==> src/design/odometry_pose_delta_integrator_assert.svh <==
// Assertion macros for the odometry pose delta integrator.
`ifndef ODOMETRY_POSE_DELTA_INTEGRATOR_ASSERT_SVH
`define ODOMETRY_POSE_DELTA_INTEGRATOR_ASSERT_SVH

// Implication checked at every clock edge outside reset.
`define OPDI_ASSERT_IMP(label, clk, rstn, ante, cons) \
    label: assert property (@(posedge clk) disable iff (!rstn) (ante) |-> (cons)) \
        else $error("assertion failed");

// Next-cycle implication checked outside reset.
`define OPDI_ASSERT_NEXT(label, clk, rstn, ante, cons) \
    label: assert property (@(posedge clk) disable iff (!rstn) (ante) |=> (cons)) \
        else $error("assertion failed");

`endif

==> src/design/opdi_pkg.sv <==
// ----------------------------------------------------------------------------
// opdi_pkg
// Shared types, constants and tables of the pose delta integrator.
// ----------------------------------------------------------------------------
package opdi_pkg;

    localparam int CORDIC_STEPS = 16;
    localparam int ATAN_LEN     = 24;
    localparam int NUM_STEPS    = (CORDIC_STEPS < ATAN_LEN) ? CORDIC_STEPS : ATAN_LEN;
    localparam int STEP_W       = $clog2(ATAN_LEN + 1);
    localparam int QDEPTH       = 2;
    localparam int QPTR_W       = 1;

    localparam logic signed [33:0] CORDIC_GAIN0 = 34'sd652032874;

    localparam logic [15:0] RESET_MIN_TRANSLATION = 16'd3277;
    localparam logic [14:0] RESET_MIN_ROTATION    = 15'd910;

    localparam logic REG_MIN_TRANSLATION = 1'b0;
    localparam logic REG_MIN_ROTATION    = 1'b1;

    typedef struct packed {
        logic signed [31:0] pose_x;
        logic signed [31:0] pose_y;
        logic signed [15:0] pose_yaw;
    } in_item_t;

    typedef struct packed {
        logic               accepted;
        logic signed [31:0] delta_x;
        logic signed [31:0] delta_y;
        logic signed [15:0] delta_yaw;
        logic signed [31:0] path_x;
        logic signed [31:0] path_y;
        logic signed [15:0] path_yaw;
        logic [31:0]        accepted_count;
    } out_item_t;

    typedef struct packed {
        logic             start;
        logic signed [15:0] angle;
    } cordic_req_t;

    typedef struct packed {
        logic               done;
        logic signed [33:0] cos_q30;
        logic signed [33:0] sin_q30;
    } cordic_rsp_t;

    function automatic logic signed [33:0] atan_entry(input logic [STEP_W-1:0] idx);
        logic signed [33:0] r;
        unique case (idx)
            5'd0:    r = 34'sd536870912;
            5'd1:    r = 34'sd316933406;
            5'd2:    r = 34'sd167458907;
            5'd3:    r = 34'sd85004756;
            5'd4:    r = 34'sd42667331;
            5'd5:    r = 34'sd21354465;
            5'd6:    r = 34'sd10679838;
            5'd7:    r = 34'sd5340245;
            5'd8:    r = 34'sd2670163;
            5'd9:    r = 34'sd1335087;
            5'd10:   r = 34'sd667544;
            5'd11:   r = 34'sd333772;
            5'd12:   r = 34'sd166886;
            5'd13:   r = 34'sd83443;
            5'd14:   r = 34'sd41722;
            5'd15:   r = 34'sd20861;
            5'd16:   r = 34'sd10430;
            5'd17:   r = 34'sd5215;
            5'd18:   r = 34'sd2608;
            5'd19:   r = 34'sd1304;
            5'd20:   r = 34'sd652;
            5'd21:   r = 34'sd326;
            5'd22:   r = 34'sd163;
            5'd23:   r = 34'sd81;
            default: r = 34'sd0;
        endcase
        return r;
    endfunction

    function automatic logic signed [31:0] sat32(input logic signed [65:0] v);
        logic signed [31:0] r;
        if (v > 66'sd2147483647) begin
            r = 32'sh7fffffff;
        end else if (v < -66'sd2147483648) begin
            r = 32'sh80000000;
        end else begin
            r = v[31:0];
        end
        return r;
    endfunction

endpackage

==> src/design/opdi_front.sv <==
// ----------------------------------------------------------------------------
// opdi_front
// Input side: accepts poses into a two-entry queue for the back end.
// ----------------------------------------------------------------------------
module opdi_front (
    input  logic               aclk,
    input  logic               aresetn,
    input  logic               s_valid,
    output logic               s_ready,
    input  opdi_pkg::in_item_t s_data,
    output logic               q_valid,
    input  logic               q_pop,
    output opdi_pkg::in_item_t q_data
);

    opdi_pkg::in_item_t                mem_reg [opdi_pkg::QDEPTH];
    logic [opdi_pkg::QPTR_W-1:0]       wptr_reg, rptr_reg;
    logic [opdi_pkg::QPTR_W:0]         cnt_reg;
    logic                              push;
    logic                              pop;

    assign s_ready = (cnt_reg != 2'(opdi_pkg::QDEPTH));
    assign push    = s_valid && s_ready;
    assign q_valid = (cnt_reg != '0);
    assign pop     = q_pop && q_valid;
    assign q_data  = mem_reg[rptr_reg];

    always_ff @(posedge aclk) begin
        if (!aresetn) begin
            wptr_reg <= '0;
            rptr_reg <= '0;
            cnt_reg  <= '0;
        end else begin
            if (push) wptr_reg <= wptr_reg + 1'b1;
            if (pop)  rptr_reg <= rptr_reg + 1'b1;
            cnt_reg <= cnt_reg + {1'b0, push} - {1'b0, pop};
        end
        if (push) mem_reg[wptr_reg] <= s_data;
    end

    `include "odometry_pose_delta_integrator_assert.svh"
    `OPDI_ASSERT_IMP(a_no_overflow, aclk, aresetn, cnt_reg == 2'(opdi_pkg::QDEPTH), !push)
    `OPDI_ASSERT_IMP(a_count_range, aclk, aresetn, 1'b1, cnt_reg <= 2'(opdi_pkg::QDEPTH))
    `OPDI_ASSERT_IMP(a_ready_empty, aclk, aresetn, cnt_reg == '0, s_ready)

endmodule

==> config.mk <==
export PLATFORM = sky130hd
export DESIGN_NAME = opdi_front
export DESIGN_NICKNAME = d
export VERILOG_FILES = /design/src/design/opdi_pkg.sv /design/src/design/opdi_front.sv
export VERILOG_INCLUDE_DIRS = /design/src /design/src/design
export SDC_FILE = /design/constraint.sdc
export NUM_CORES = 1
export LEC_CHECK = 0
export BUFFER_PORTS_ARGS = -buffer_cell sky130_fd_sc_hd__clkbuf_2
export CAP_MARGIN = 20
export CORE_UTILIZATION = 56
export CTS_CLUSTER_DIAMETER = 80
export CTS_CLUSTER_SIZE = 14
export DETAILED_ROUTE_END_ITERATION = 8
export PLACE_DENSITY = 0.85
export SYNTH_ARGS = -nofsm -noshare
export SYNTH_HDL_FRONTEND = slang
export SYNTH_SLANG_ARGS = --single-unit
==> constraint.sdc <==
create_clock -name aclk -period 6 [get_ports aclk]
set_clock_uncertainty 0.2 [all_clocks]
set_input_delay 0.9 -clock aclk [delete_from_list [all_inputs] [get_ports aclk]]
set_output_delay 0.9 -clock aclk [all_outputs]
set_load 0.02 [all_outputs]
==> summary.json <==
{
  "status": {
    "status": "finished, final reports clean"
  },
  "global_routing": {
    "number_of_global_route_vias_before_repair": 3148,
    "grt_antenna_before_repair": 0,
    "grt.total_usage_pct": 18.9,
    "grt_max_degree": 81,
    "grt_first_pass_wirelength_mm": 15.4,
    "global_route.overflow_total": 0
  },
  "pwr": {
    "seqPwrFrac_pct": 48.0,
    "power.leakage_nw": 2.91,
    "intPower_w": 0.00224,
    "powerDensity_nw_per_um2": 411,
    "net-switching-power_w": 0.000871,
    "max_ir_drop_vdd_uv": 234,
    "p_sw_share_pct": 28.0,
    "clock_group_share_of_total_power_pct": 32.9,
    "power_frac_comb_pct": 19.2
  },
  "worst_setup_path": {
    "timing.critical_path.fanout_max": 80,
    "critical_path_depth": 2,
    "crit_chain": "mux2_1, clkbuf_2",
    "setup.worst_path.start_class": "flop",
    "worstSetupPathType": "reg2out",
    "worst-endpoint-required_ns": 4.90,
    "timing.critical_path.buf_inv": 1,
    "r2r_worst_path_depth": 4,
    "critical_path_arrival_ns": 2.22,
    "critical_path.reg2reg.startpoint": "cnt_reg[0]",
    "timing.critical_path.slowest_stage_cell": "sky130_fd_sc_hd__dfxtp_4",
    "timing.critical_path.slowest_cell_delay_ns": 1.06,
    "crit_path_end_kind": "primary output",
    "crit_family": "flip-flops"
  },
  "cts": {
    "cts-hold-fix-buffers": 0,
    "cts_made_buffers": 17,
    "cts.clk_slew.worst_paths_ns": 0.07,
    "tritoncts_num_sinks": 165,
    "postCtsResizedCells": 0,
    "cts-root-to-sink-buffers": 2,
    "clock_insertion_delay_worst_skew_ns": 0.52,
    "root_buffer_selected_by_cts": "sky130_fd_sc_hd__clkbuf_8",
    "cts_tree": "built",
    "cts.htree.levels": 4,
    "postCtsSetupBuffers": 0
  },
  "routing": {
    "routed-via-count": 3130,
    "routed_wl_mm": 10.3,
    "route.antenna.remaining_nets": 0,
    "detail_route.vias_per_cell": 5.18,
    "dr_pass1_iterations": 5,
    "wl_per_cell_um": 17.0,
    "post-route-drc-count": 0,
    "detailedRoute.firstIterationViolations": 141
  },
  "yosys": {
    "async_reset_ff_share_pct": 0,
    "synth_warnings": 0,
    "netlist-cell-type-count": 24,
    "synth_top_area_cell": "sky130_fd_sc_hd__edfxtp_1",
    "syn-num-nets": 363,
    "synth.top_cells.by_area": "sky130_fd_sc_hd__edfxtp_1 79%, sky130_fd_sc_hd__mux2_1 15%, sky130_fd_sc_hd__dfxtp_1 1.7%, sky130_fd_sc_hd__buf_6 1.5%, sky130_fd_sc_hd__a21bo_1 0.33%",
    "synth_fa_ha_area_share_pct": 0.206,
    "synth.yosys.seq_area_share_pct": 80.9,
    "post-synth-top-count-cell": "sky130_fd_sc_hd__edfxtp_1",
    "synthDominantCellAreaShare_pct": 79.2,
    "synth_top_flop_cell": "sky130_fd_sc_hd__edfxtp_1",
    "main_combinational_cell_family_by_area_after_synthesis": "multiplexers",
    "synth_mux_area_share_pct": 15.0,
    "count_of_flip_flops_with_a_built_in_enable_after_synthesis": 160,
    "simple_gate_share_of_the_synthesized_area_pct": 1.22,
    "netlist_area_um2": 6070,
    "synthXorXnorAreaFrac_pct": 0.144,
    "yosys_register_bits": 165,
    "synth_compound_area_share_pct": 0.887,
    "synth.top_cells.by_count": "160 x sky130_fd_sc_hd__edfxtp_1, 80 x sky130_fd_sc_hd__mux2_1, 8 x sky130_fd_sc_hd__buf_6",
    "netlist_instances": 278,
    "post_synth.cell_area_avg_um2": 21.8
  },
  "worst_hold_path": {
    "worstHoldPathCells": 1,
    "worstHoldStart": "s_data[14]",
    "min-delay-path-class": "in2reg"
  },
  "sta": {
    "setup_slack_ns": 2.68,
    "number_of_hold_slack_violations_in_the_final_timing_report": 0,
    "fmaxAchievable_mhz": 301,
    "period_share_pct": 55.4,
    "whs_ns": 0.359,
    "fin_crit_period_ns": 3.32,
    "timing.setup.tns_ns": 0,
    "rsz0062_at_grt": "false",
    "worst-slew-pin-transition_ns": 1.08,
    "setup_viol_count_final": 0,
    "maxSlewHeadroom_pct": 28.2,
    "timing_max_transition_violations_final": 0
  },
  "place": {
    "gp_congestion": 0.697,
    "numPortBuffers": 165,
    "place_hpwl_mm": 6.49,
    "place_worst_setup_slack_ns": 3.11
  },
  "final_layout": {
    "layout.filler_cells": 642,
    "footprint_of_the_multi_input_gates_um2": 1060,
    "seqCellArea_um2": 4910,
    "area_growth_pct": 25.0,
    "nNetsFinal": 540,
    "diodes": 0,
    "layout_cells_sized_above_1_pct": 43.4,
    "number_of_flip_flops_under_the_largest_register_name": 160
  },
  "die": {
    "die_footprint_um2": 11300,
    "initial_core_util_pct": 58.2,
    "ioPinCount": 166,
    "chipWidth_um": 106,
    "core_um2": 10400,
    "placement_rows": 37,
    "dieHeight_um": 106
  },
  "flow_run": {
    "max_cap_viols": 0
  }
}
[metrics by stage]
| step | total power [W] | area, µm² | std cells | utilization (%) |
|---|---|---|---|---|
| floorplan | 0.00192 | 6070 | 278 | - |
| global placement | 0.00210 | 6980 | 571 | 67.0 |
| detailed placement | 0.00212 | 6980 | 571 | 67.0 |
| CTS | 0.00314 | 7560 | 603 | 72.6 |
| global route | 0.00323 | 7580 | 604 | 72.8 |
| finish | 0.00311 | 7580 | 604 | 72.8 |
[cell families (layout without fill, tap and decap cells)]
kind of cell               after synthesis  count (layout)
DFF                                    165             165
and+or+nand+nor                         13              13
adders and majority gates                1               1
AOI/OAI and AO/OA                        7               7
buffers and inverters                   10             200
xor gates and xnor gates                 1               1
muxes                                   81              81
[cells in the final DEF (no fill, tap or decap)]
cell type,count
sky130_fd_sc_hd__nand3_1,1
sky130_fd_sc_hd__buf_12,1
sky130_fd_sc_hd__clkbuf_2,165
sky130_fd_sc_hd__nand2_1,1
sky130_fd_sc_hd__o21ai_0,1
sky130_fd_sc_hd__nor2b_1,1
sky130_fd_sc_hd__buf_4,1
sky130_fd_sc_hd__and2_1,3
sky130_fd_sc_hd__nand3b_1,1
sky130_fd_sc_hd__clkinv_4,4
sky130_fd_sc_hd__edfxtp_1,160
sky130_fd_sc_hd__clkinvlp_4,3
sky130_fd_sc_hd__bufinv_16,1
sky130_fd_sc_hd__mux2_1,80
sky130_fd_sc_hd__ha_1,1
sky130_fd_sc_hd__a32oi_1,1
sky130_fd_sc_hd__a21bo_1,2
sky130_fd_sc_hd__dfxtp_4,1
sky130_fd_sc_hd__or2_2,1
sky130_fd_sc_hd__a211oi_1,1
sky130_fd_sc_hd__xnor2_1,1
sky130_fd_sc_hd__clkbuf_16,16
sky130_fd_sc_hd__clkbuf_8,6
sky130_fd_sc_hd__and3_4,1
sky130_fd_sc_hd__clkinv_2,3
sky130_fd_sc_hd__dfxtp_1,4
sky130_fd_sc_hd__nor2_1,2
sky130_fd_sc_hd__a21boi_1,1
sky130_fd_sc_hd__mux2i_1,1
sky130_fd_sc_hd__nand2b_1,2
sky130_fd_sc_hd__o21ai_1,1
[power by group through the flow]
stage	clock network [W]	logic [W]	registers [W]
finish	0.00102	0.000597	0.00149
global route	0.00108	0.000635	0.00151
CTS	0.00104	0.000602	0.00150
detailed placement	0	0.000597	0.00152
global placement	0	0.000588	0.00151
floorplan	0	0.000472	0.00145
[metal layers]
layer / GRT usage (%) / vias up / share of wire (%)
met5: 0 / - / 0
met2: 32.0 / 126 / 52
met1: 21.9 / 1530 / 40
met4: 9.82 / 0 / 2.0
met3: 5.52 / 21 / 5.9
li1: - / 1453 / -
[layout make-up]
class	count	area share [%]
multi-input cells	103	14.0
inverters	1	0.0660
repair buffers	167	11.3
clock buffers	22	6.37
well taps	136	2.24
flip-flops and latches	165	64.7
clock inverters	10	1.29
[worst paths after layout]
check        slack (ns)             end
min reg2reg        0.39            flop
max                2.68      q_data[36]
min                0.36  mem_reg[0][14]
max reg2reg        3.44  mem_reg[0][28]
No activity file was read; power rests on OpenSTA's default activity.
